## src/rtl/max_heap_delete_max_unit_assert.svh

```systemverilog
// assertion macros for the heap delete-max unit
`ifndef MAX_HEAP_DELETE_MAX_UNIT_ASSERT_SVH
`define MAX_HEAP_DELETE_MAX_UNIT_ASSERT_SVH
`ifndef SYNTHESIS
`define MHDM_ASSERT_NOW(label, clk, rst, ante, cons) \
   label: assert property (@(posedge clk) disable iff (rst) (ante) |-> (cons)) \
      else $error("heap unit check failed");
`define MHDM_ASSERT_NEXT(label, clk, rst, ante, cons) \
   label: assert property (@(posedge clk) disable iff (rst) (ante) |=> (cons)) \
      else $error("heap unit check failed");
`else
`define MHDM_ASSERT_NOW(label, clk, rst, ante, cons)
`define MHDM_ASSERT_NEXT(label, clk, rst, ante, cons)
`endif
`endif

```

## src/rtl/mhdm_pkg.sv

```systemverilog
// shared constants for the heap delete-max unit
`default_nettype none
package mhdm_pkg;
   localparam int DATA_W   = 32;
   localparam int STATUS_W = 2;
   localparam int TOTAL_W  = 6;

   localparam logic OP_APPEND = 1'b0;
   localparam logic OP_DELETE = 1'b1;

   localparam logic [STATUS_W-1:0] ST_DONE  = 2'd0;
   localparam logic [STATUS_W-1:0] ST_EMPTY = 2'd1;
   localparam logic [STATUS_W-1:0] ST_FULL  = 2'd2;

   typedef logic signed [DATA_W-1:0] word_type;
endpackage
`default_nettype wire

```

## src/rtl/max_heap_delete_max_unit.sv

```systemverilog
// binary max-heap with append and delete-maximum, sift-down sequencer
//
// A command is taken when start is high and busy is low. req_opcode selects
// append (req_value is written at the end of the heap, no reordering) or
// delete of the root. Exactly one result word follows each command: rsp_valid
// is high for one cycle with rsp_removed_value, rsp_status and
// rsp_element_total. The receiver cannot stall; results are never held.
// Append, a delete on an empty heap and an append on a full heap answer in
// the next cycle and leave busy low, so these run one per cycle. A delete
// reads the root and then the last element, then walks down level by level
// (check, left child, right child) through the single ram read port and one
// shared signed comparator. busy stays high until the walk ends; the result
// word shows in the same cycle that busy falls, and the next command can be
// taken in that same cycle.
// Reset clears the element count; the heap ram is not cleared and needs no sweep.
`default_nettype none
`include "max_heap_delete_max_unit_assert.svh"
module max_heap_delete_max_unit #(
   parameter int CAPACITY = 32
) (
   input  wire logic                            clock,
   input  wire logic                            reset,
   input  wire logic                            start,
   output logic                                 busy,
   input  wire logic                            req_opcode,
   input  wire logic signed [mhdm_pkg::DATA_W-1:0] req_value,
   output logic                                 rsp_valid,
   output logic signed [mhdm_pkg::DATA_W-1:0]   rsp_removed_value,
   output logic        [mhdm_pkg::STATUS_W-1:0] rsp_status,
   output logic        [mhdm_pkg::TOTAL_W-1:0]  rsp_element_total
);
   import mhdm_pkg::*;

   localparam int AW = $clog2(CAPACITY);
   localparam int CW = $clog2(CAPACITY + 1);
   localparam int IW = AW + 2;

   localparam logic [2:0] S_IDLE     = 3'd0;
   localparam logic [2:0] S_RD_ROOT  = 3'd1;
   localparam logic [2:0] S_RD_LAST  = 3'd2;
   localparam logic [2:0] S_CHECK    = 3'd3;
   localparam logic [2:0] S_RD_LEFT  = 3'd4;
   localparam logic [2:0] S_RD_RIGHT = 3'd5;

   logic [2:0]          state_ff, state_in;
   logic [CW-1:0]       count_ff, count_in;
   logic [AW-1:0]       idx_ff, idx_in;
   word_type            x_ff, x_in;
   word_type            best_ff, best_in;
   logic                take_ff, take_in;
   word_type            removed_ff, removed_in;
   logic [STATUS_W-1:0] status_ff, status_in;
   logic                rsp_valid_ff, rsp_valid_in;

   logic                wr_en, rd_en;
   logic [AW-1:0]       wr_addr, rd_addr;
   word_type            wr_data, rd_data;

   logic [IW-1:0]       left_w, right_w, count_w;
   word_type            cmp_b;
   logic                gt;

   mhdm_ram #(
      .WIDTH(DATA_W),
      .DEPTH(CAPACITY)
   ) u_store (
      .clock  (clock),
      .wr_en  (wr_en),
      .wr_addr(wr_addr),
      .wr_data(wr_data),
      .rd_en  (rd_en),
      .rd_addr(rd_addr),
      .rd_data(rd_data)
   );

   assign left_w  = IW'({idx_ff, 1'b1});
   assign right_w = left_w + IW'(1);
   assign count_w = IW'(count_ff);

   // shared comparator
   assign cmp_b = (state_ff == S_RD_RIGHT) ? best_ff : x_ff;
   assign gt    = rd_data > cmp_b;

   always_comb begin
      state_in     = state_ff;
      count_in     = count_ff;
      idx_in       = idx_ff;
      x_in         = x_ff;
      best_in      = best_ff;
      take_in      = take_ff;
      removed_in   = removed_ff;
      status_in    = status_ff;
      rsp_valid_in = 1'b0;
      wr_en        = 1'b0;
      wr_addr      = idx_ff;
      wr_data      = x_ff;
      rd_en        = 1'b0;
      rd_addr      = '0;
      unique case (state_ff)
         S_IDLE: begin
            if (start) begin
               if (req_opcode == OP_APPEND) begin
                  rsp_valid_in = 1'b1;
                  removed_in   = '0;
                  if (count_ff >= CW'(CAPACITY)) begin
                     status_in = ST_FULL;
                  end else begin
                     status_in = ST_DONE;
                     wr_en     = 1'b1;
                     wr_addr   = AW'(count_ff);
                     wr_data   = req_value;
                     count_in  = count_ff + CW'(1);
                  end
               end else if (count_ff == '0) begin
                  rsp_valid_in = 1'b1;
                  removed_in   = '0;
                  status_in    = ST_EMPTY;
               end else begin
                  rd_en    = 1'b1;
                  rd_addr  = '0;
                  state_in = S_RD_ROOT;
               end
            end
         end
         S_RD_ROOT: begin
            removed_in = rd_data;
            rd_en      = 1'b1;
            rd_addr    = AW'(count_ff - CW'(1));
            count_in   = count_ff - CW'(1);
            idx_in     = '0;
            state_in   = S_RD_LAST;
         end
         S_RD_LAST: begin
            x_in     = rd_data;
            state_in = S_CHECK;
         end
         S_CHECK: begin
            if (left_w >= count_w) begin
               wr_en        = 1'b1;
               status_in    = ST_DONE;
               rsp_valid_in = 1'b1;
               state_in     = S_IDLE;
            end else begin
               rd_en    = 1'b1;
               rd_addr  = AW'(left_w);
               state_in = S_RD_LEFT;
            end
         end
         S_RD_LEFT: begin
            if (right_w < count_w) begin
               best_in  = gt ? rd_data : x_ff;
               take_in  = gt;
               rd_en    = 1'b1;
               rd_addr  = AW'(right_w);
               state_in = S_RD_RIGHT;
            end else if (gt) begin
               wr_en    = 1'b1;
               wr_data  = rd_data;
               idx_in   = AW'(left_w);
               state_in = S_CHECK;
            end else begin
               wr_en        = 1'b1;
               status_in    = ST_DONE;
               rsp_valid_in = 1'b1;
               state_in     = S_IDLE;
            end
         end
         S_RD_RIGHT: begin
            if (gt) begin
               wr_en    = 1'b1;
               wr_data  = rd_data;
               idx_in   = AW'(right_w);
               state_in = S_CHECK;
            end else if (take_ff) begin
               wr_en    = 1'b1;
               wr_data  = best_ff;
               idx_in   = AW'(left_w);
               state_in = S_CHECK;
            end else begin
               wr_en        = 1'b1;
               status_in    = ST_DONE;
               rsp_valid_in = 1'b1;
               state_in     = S_IDLE;
            end
         end
         default: begin
            state_in = S_IDLE;
         end
      endcase
   end

   always_ff @(posedge clock) begin
      if (reset) begin
         state_ff     <= S_IDLE;
         count_ff     <= '0;
         rsp_valid_ff <= 1'b0;
      end else begin
         state_ff     <= state_in;
         count_ff     <= count_in;
         rsp_valid_ff <= rsp_valid_in;
      end
   end

   always_ff @(posedge clock) begin
      idx_ff     <= idx_in;
      x_ff       <= x_in;
      best_ff    <= best_in;
      take_ff    <= take_in;
      removed_ff <= removed_in;
      status_ff  <= status_in;
   end

   assign busy              = (state_ff != S_IDLE);
   assign rsp_valid         = rsp_valid_ff;
   assign rsp_removed_value = removed_ff;
   assign rsp_status        = status_ff;
   assign rsp_element_total = TOTAL_W'(count_ff);

   `MHDM_ASSERT_NOW(a_count_bound, clock, reset, 1'b1, count_ff <= CW'(CAPACITY))
   `MHDM_ASSERT_NEXT(a_append_answers, clock, reset,
      start && !busy && req_opcode == OP_APPEND, rsp_valid && !busy)
   `MHDM_ASSERT_NOW(a_busy_from_delete, clock, reset, $rose(busy),
      $past(start && req_opcode == OP_DELETE && count_ff != '0))
   `MHDM_ASSERT_NOW(a_walk_ends_answered, clock, reset, $fell(busy),
      rsp_valid && status_ff == ST_DONE)
   `MHDM_ASSERT_NOW(a_empty_zero, clock, reset, rsp_valid && status_ff == ST_EMPTY,
      removed_ff == '0 && count_ff == '0)
endmodule
`default_nettype wire

```

## src/rtl/mhdm_ram.sv

```systemverilog
// generic single write port, single read port ram with registered read
`default_nettype none
module mhdm_ram #(
   parameter int WIDTH = 32,
   parameter int DEPTH = 32
) (
   input  wire logic                     clock,
   input  wire logic                     wr_en,
   input  wire logic [$clog2(DEPTH)-1:0] wr_addr,
   input  wire logic [WIDTH-1:0]         wr_data,
   input  wire logic                     rd_en,
   input  wire logic [$clog2(DEPTH)-1:0] rd_addr,
   output logic      [WIDTH-1:0]         rd_data
);
   logic [WIDTH-1:0] mem_ff [DEPTH];
   logic [WIDTH-1:0] rd_data_ff;

   always_ff @(posedge clock) begin
      if (wr_en) begin
         mem_ff[wr_addr] <= wr_data;
      end
      if (rd_en) begin
         rd_data_ff <= mem_ff[rd_addr];
      end
   end

   assign rd_data = rd_data_ff;
endmodule
`default_nettype wire
```

## config.mk

```make
export PLATFORM = sky130hd
export DESIGN_NAME = max_heap_delete_max_unit
export DESIGN_NICKNAME = d
export VERILOG_FILES = /design/src/rtl/mhdm_pkg.sv /design/src/rtl/max_heap_delete_max_unit.sv /design/src/rtl/mhdm_ram.sv
export VERILOG_INCLUDE_DIRS = /design/src /design/src/rtl
export SDC_FILE = /design/constraint.sdc
export NUM_CORES = 2
export LEC_CHECK = 0
export ABC_AREA = 1
export BUFFER_PORTS_ARGS = -buffer_cell sky130_fd_sc_hd__clkbuf_2
export CAP_MARGIN = 40
export CORE_AREA = 3 3 331 333
export DETAILED_ROUTE_END_ITERATION = 6
export DIE_AREA = 0 0 334 336
export GPL_TIMING_DRIVEN = 0
export PLACE_DENSITY = 0.66
export SLEW_MARGIN = 5
export SYNTH_ARGS = -nofsm -noshare
export SYNTH_HDL_FRONTEND = slang
export SYNTH_SLANG_ARGS = --single-unit
export TNS_END_PERCENT = 1
```

## constraint.sdc

```tcl
create_clock -name clock -period 5.1 [get_ports clock]
set_clock_uncertainty 0.2 [all_clocks]
set_input_delay 1.02 -clock clock [delete_from_list [all_inputs] [get_ports clock]]
set_output_delay 1.02 -clock clock [all_outputs]
set_load 0.1 [all_outputs]
```

# Word-level counts from Yosys, hierarchy flattened
# Memory sizes are Yosys's and may differ from the RTL's. A register that Yosys moved wholly into a read port is not among the register bits.
# Cells that the tools add are included.
# Widths: inputs -> output; s select.
# word_totals
ram_bits,1024
inputBits,36
wordCells,117
reg_bits,114
memories,1
# memory_table
name,words,word_bits,rd,rd_ports_with_merged_regs,wr,line,rtl
u_store.mem_ff,32,32,1,1,1,mhdm_ram.sv:15,logic [WIDTH-1:0] mem_ff [DEPTH];
# op_classes
order_cmp,4
addsub,3
eq_ne,18
muxes,70
reduce_logical,12
# ops
cell,n
$mux 32,11
$pmux 32 s3,1
$pmux 32 s2,1
$mux 5,10
$gt 32x32->1,1
$pmux 5 s3,2
$mux 2,12
$ne 2x2->1 const B,11
$mux 1,19
$mux 6,3
$pmux 3 s6,1
$mux 3,5
$pmux 1 s4,3
$pmux 6 s2,1
$pmux 2 s4,1
$reduce_and 4->1,2
$reduce_and 8->1,1
$add 6x1->7 const B,1
$lt 7x6->1,1
$add 6x1->6 const B,1
$eq 3x2->1 const B,2
$eq 3x3->1 const B,2
$ge 6x6->1,1
$ge 6x6->1 const B,1
other kinds (10),13

# Longest topological paths before layout
# logic_depth
depth_word,7
mapped_depth,29

# By module
# Synthesis repeated with hierarchy kept, for this count alone.
# unflattened
hier_cells,4755
area_unflattened_um2,51267.9
# by_module_without_submodules
module,n_inst,cells_each,seq_area_each_um2,area_per_inst_um2
mhdm_ram,1,3536,31710.4,42726.0
max_heap_delete_max_unit,1,1219,3323.2,8541.9

# Least setup slack after synthesis
# Ideal clock, no wire load.
# synth_timing
path_kind,register to register
start,"reg count_ff[4], in the netlist rsp_element_total[4]"
end,mem u_store.mem_ff[19][0] (enable)
t_arrival_ps,4558
stages_incl_launch_ff,11
synth_period_minus_slack_ps,5219
required_ps,4439
n_path_buf,0
path_slack_ps,-119
setup_ps,461
cell_sequence,dfxtp_1 clkinv_1 ha_1 nand2_1 nor2_1 nand2_1 nand3_1 nand2_1 nand4_1 nand2_1 nor3_1
# synth_via
elab_chain_cells,7
elab_cells_between_ends,15
cone_classes,3 x order compare; 12 x mux
# synth_rtl
item,line,rtl
from (decl),max_heap_delete_max_unit.sv:46,"logic [CW-1:0] count_ff, count_in;"
from (signal assigned),max_heap_delete_max_unit.sv:199,count_ff <= count_in;
$ge 6x6->1,max_heap_delete_max_unit.sv:105,if (count_ff >= CW'(CAPACITY)) begin
$mux 1,max_heap_delete_max_unit.sv:105,
$mux 1,max_heap_delete_max_unit.sv:102,if (req_opcode == OP_APPEND) begin
$mux 1,max_heap_delete_max_unit.sv:101,if (start) begin
$pmux 1 s4,max_heap_delete_max_unit.sv:99,unique case (state_ff)
$mux 1,mhdm_ram.sv:19,if (wr_en) begin
$mux 1 (not written as such),mhdm_ram.sv:20,mem_ff[wr_addr] <= wr_data;
to (decl),mhdm_ram.sv:15,
# Several ways; a longest one is shown, not always the timed one.

# Worst setup path in the final report
# layout_timing
start,reg idx_ff[1]
end,"reg u_store.rd_data_ff[11], in the netlist u_store.rd_data[11], read port of u_store.mem_ff (data pin)"
# layout_via
elab_chain_cells,4
elab_cells_between_ends,9
cone_classes,1 x add/sub; 2 x order compare; 6 x mux
# layout_rtl
item,line,rtl
from (decl),max_heap_delete_max_unit.sv:47,"logic [AW-1:0] idx_ff, idx_in;"
from (signal assigned),max_heap_delete_max_unit.sv:205,idx_ff <= idx_in;
$add 6x1->7,max_heap_delete_max_unit.sv:77,assign right_w = left_w + IW'(1);
$lt 7x6->1,max_heap_delete_max_unit.sv:150,if (right_w < count_w) begin
$mux 1 / $mux 5 (equally long branches),max_heap_delete_max_unit.sv:150,
$pmux 1 s4 / $pmux 5 s3 (equally long branches),max_heap_delete_max_unit.sv:99,
to (decl),mhdm_ram.sv:16,logic [WIDTH-1:0] rd_data_ff;
# Several ways; a longest one is shown, not always the timed one.
# A chain may end at the register's enable or synchronous reset.

==> reports/qor.log <==
qor: synth.yosys_warnings 0
qor: hold_path.hold_class reg2reg
qor: routing.post-route-drc-count 3
qor: synth.synthTopCellsByArea edfxtp_1, nand3_1, nand2_1
qor: floorplanning.number_of_rows_created_at_floorplan 120
qor: placement.detailedPlace.worstSlack -0.759 ns
qor: cells_and_area.drive_above_1_share 10.5%
qor: clock_tree.clk_transition_reported_paths 0.06 ns
qor: routing.routed_wl 176000 µm
qor: synth.synth_cells 5193
qor: placement.port_buffers 77
qor: timing.setup_ws 0.00743 ns
qor: global_routing.globalRouteMet2Util 46.8%
qor: floorplanning.overall_die_area 112000 µm²
qor: placement.placed_area 56800 µm²
qor: cells_and_area.finalNetCount 5544
qor: timing.relSlewSlack 34.5%
qor: hold_path.end_point_of_the_most_critical_hold_path x_ff[0]
qor: setup_path.crit_family simple AND/OR/NAND/NOR gates
qor: setup_path.critical_path_cell_sequence ha_1, ha_1, a21oi_1, nand2_1, nand3_1, nand2_1, nand2_1, nand3_4, inv_2, nand2_1, nand2_1, buf_2, buf_2, nand2_1, nand3_1, nand3_1, nand3_1, nand2_1
qor: global_routing.grt.met1_usage 41.2%
qor: synth.postSynthAreaPerCell 10.3 µm²
qor: placement.hpwl 124000 µm
qor: synth.asyncSetResetFlopFracSynth 0%
qor: clock_tree.tritoncts yes
qor: setup_path.r2r_slack 0.007 ns
qor: setup_path.cpMostUsedCell nand2_1
qor: floorplanning.top_level_ports 78
qor: clock_tree.clock_root_buffer_master clkbuf_16
qor: floorplanning.core-area 107000 µm²
qor: clock_tree.clock_insertion_delay_worst_skew 0.72 ns
qor: synth.synth_cell_type_count 38
qor: global_routing.first_global_vias 38.8k
qor: floorplanning.floorplan.initialDensity 49.9%
qor: routing.wire_per_inst 25.3 µm
qor: setup_path.cp.arrival 5.34 ns
qor: setup_path.worstSetupEndpointType register
qor: routing.drt.antenna.violating_nets 0
qor: global_routing.gr-max-usage-layer met2
qor: setup_path.critPathMaxFanout 20
qor: hold_path.min-delay-start u_store.rd_data[0]
qor: routing.drt-pass1-iter-count 7
qor: outcome.status finished with violations
qor: global_routing.maximum_number_of_pins_on_one_net_before_global_route_repair 33
qor: setup_path.worst-path-buf-inv 3
qor: outcome.violations design-rule violations
qor: timing.setup_repair_after_global_routing_missed_its_margin true
qor: timing.final-hold-violation-count 0
qor: clock_tree.cts_inserted_buffers 118
qor: setup_path.worst_r2r_path_depth 18
qor: synth.synth_nets 5275
qor: job.maxCapViolations 0
qor: routing.initialDrtViolationCount 5349
qor: synth.synth_top_area_cell edfxtp_1
qor: global_routing.global_route_wire_length_before_repair 255000 µm
qor: setup_path.critical_path_start_type register
qor: cells_and_area.multi_input_area 14700 µm²
qor: setup_path.worst_setup_path_startpoint idx_ff[1]
qor: global_routing.met3_usage 8.32%
qor: timing.setup_failing_eps_final 0
qor: cells_and_area.ff_latch_area 35000 µm²
qor: floorplanning.die_height 336 µm
qor: synth.post_synth_instance_area 53300 µm²
qor: timing.timing.final.crit_share 99.9%
qor: setup_path.timing.critical_path.slowest_stage_cell ha_1
qor: routing.num_vias 41.2k
qor: cells_and_area.layout.cell_area.non_filler 60900 µm²
qor: cells_and_area.fill_cells 8983
qor: synth.edff_count_synth 1160
qor: timing.final_count_of_pins_violating_max_slew 0
qor: placement.globalplace.congestion 1.13
qor: hold_path.worst_hold_path.num_cells 0
qor: clock_tree.clk_path_buf_depth 3
qor: timing.tightest_slew 0.972 ns
qor: timing.fmax 0.196 GHz
qor: global_routing.globalRouteTotalUtil 31.1%
qor: setup_path.slowest_delay 0.55 ns
qor: setup_path.reg2reg_from idx_ff[1]
qor: cells_and_area.area_growth 14.2%
qor: floorplanning.fp.dieW 334 µm
qor: synth.synth.top_cell.area_share 65.3%
qor: global_routing.grt_overflow 0
qor: cells_and_area.final_core_utilization 57.0%
qor: timing.timing.final.crit_period 5.09 ns
qor: synth.synth_top_flop_cell edfxtp_1
qor: clock_tree.h-tree-depth 3
qor: synth.yosys_register_bits 1170
qor: clock_tree.post_cts_hold_buffer_count 0
qor: synth.yosysSeqAreaShare 65.7%
qor: setup_path.setup.worst_path.class reg2reg
qor: timing.timing.hold.ws 0.284 ns
qor: global_routing.number_of_antenna_violations_at_the_first_check_in_global_routing 7
qor: setup_path.cp.required 5.35 ns
qor: clock_tree.clock_sinks 1170
qor: setup_path.terminus_of_the_critical_flop_to_flop_path u_store.rd_data[11]
qor: routing.route.detailed.vias_per_inst 5.91
==> logic make-up (layout without fill, tap and decap cells) <==
family	count (synthesis)	count (layout)	share of synthesized area, %
DFF	1170	1170	65.7
other	0	3	0
xor gates and xnor gates	4	4	0.0657
and+or+nand+nor	2779	2779	23.5
buffers and inverters	898	1263	6.76
adders and majority gates	46	46	1.08
AOI/OAI and AO/OA	296	296	2.85
==> routing by layer <==
layer	wire length (µm)	vias up
met5	0	-
met4	11000	0
met3	23100	442
met2	76400	2675
met1	65400	19553
li1	-	18509
==> worst register-to-register path, stage by stage (launching register included) <==
cell,delay (ns)
edfxtp_1,0.46
ha_1,0.55
ha_1,0.32
a21oi_1,0.14
nand2_1,0.07
nand3_1,0.07
nand2_1,0.05
nand2_1,0.11
nand3_4,0.21
inv_2,0.48
nand2_1,0.14
nand2_1,0.12
buf_2,0.41
buf_2,0.34
nand2_1,0.08
nand3_1,0.17
nand3_1,0.19
nand3_1,0.54
nand2_1,0.16
==> cell type report <==
type	count	area share (%)
flip-flops and latches	1170	57.5
multi-input cells	3125	24.2
clock buffers	144	5.08
inverters	546	3.43
repair buffers	149	2.99
well taps	1403	2.88
plain buffers	352	2.62
clock inverters	72	1.28
diodes	3	0.0123
==> how the worst max path moves through the flow <==
stage	end	slack (ns)	cells after the start
5_1_grt	u_store.rd_data[8]	-0.12	18
2_1_floorplan	u_store.mem_ff[28][0]	-0.12	10
3_5_place_dp	u_store.mem_ff[4][30]	-0.76	22
3_3_place_gp	u_store.mem_ff[28][15]	-2.00	11
4_1_cts	u_store.mem_ff[5][6]	0.005	23
6_report	u_store.rd_data[11]	0.007	18
==> cells in the mapped netlist (all sizes together) (4+ instances only) <==
library cell	number
ha	46
edfxtp	1160
o21ai	226
nand4	229
nor2	87
clkbuf	134
dfxtp	10
nand2	1361
nand3	1059
buf	218
nand3b	32
inv	545
a31oi	4
xor2	4
nor3	10
a21oi	56
==> sequential cells by signal (all words and copies together), names as in the netlist <==
signal / cells
best_ff: 32
state_ff: 3
u_store.mem_ff: 1024
idx_ff: 5
x_ff: 32
take_ff: 1
u_store.rd_data: 32
rsp_status: 2
rsp_removed_value: 32
rsp_valid: 1
rsp_element_total: 6
==> timing repair <==
item	CTS	global route
endpoints found under the setup margin	1030	944
buffers inserted	5	4
gates resized for setup	20	34
pin swaps	1	1
==> cells in the final DEF, fill, tap and decap left out, drive strengths merged, types with 2 or more instances in the layout <==
| master | Yosys | layout |
|---|---|---|
| inv | 545 | 543 |
| o21a | 2 | 2 |
| nor2 | 87 | 87 |
| clkinv | 1 | 50 |
| xor2 | 4 | 4 |
| nand3b | 32 | 32 |
| bufinv | 0 | 16 |
| a21oi | 56 | 56 |
| nand4 | 229 | 229 |
| nand2 | 1361 | 1361 |
| nand3 | 1059 | 1059 |
| edfxtp | 1160 | 1160 |
| clkinvlp | 0 | 9 |
| diode | 0 | 3 |
| buf | 218 | 287 |
| a31oi | 4 | 4 |
| dfxtp | 10 | 10 |
| o21ai | 226 | 226 |
| ha | 46 | 46 |
| a21o | 2 | 2 |
| clkbuf | 134 | 358 |
| nor3 | 10 | 10 |
==> per-stage QoR <==
stage | instances | TNS, ns
final | 6964 | 0
after global routing | 6961 | -7.20
after CTS | 6955 | 0
after detailed placement | 6734 | -456.81
after global placement | 6673 | -1198.34
after floorplan | 5193 | -3.82
Power is left out: the tool's default activity adds up to more than one toggle a clock period on the data nets, which glitch-free logic cannot reach.
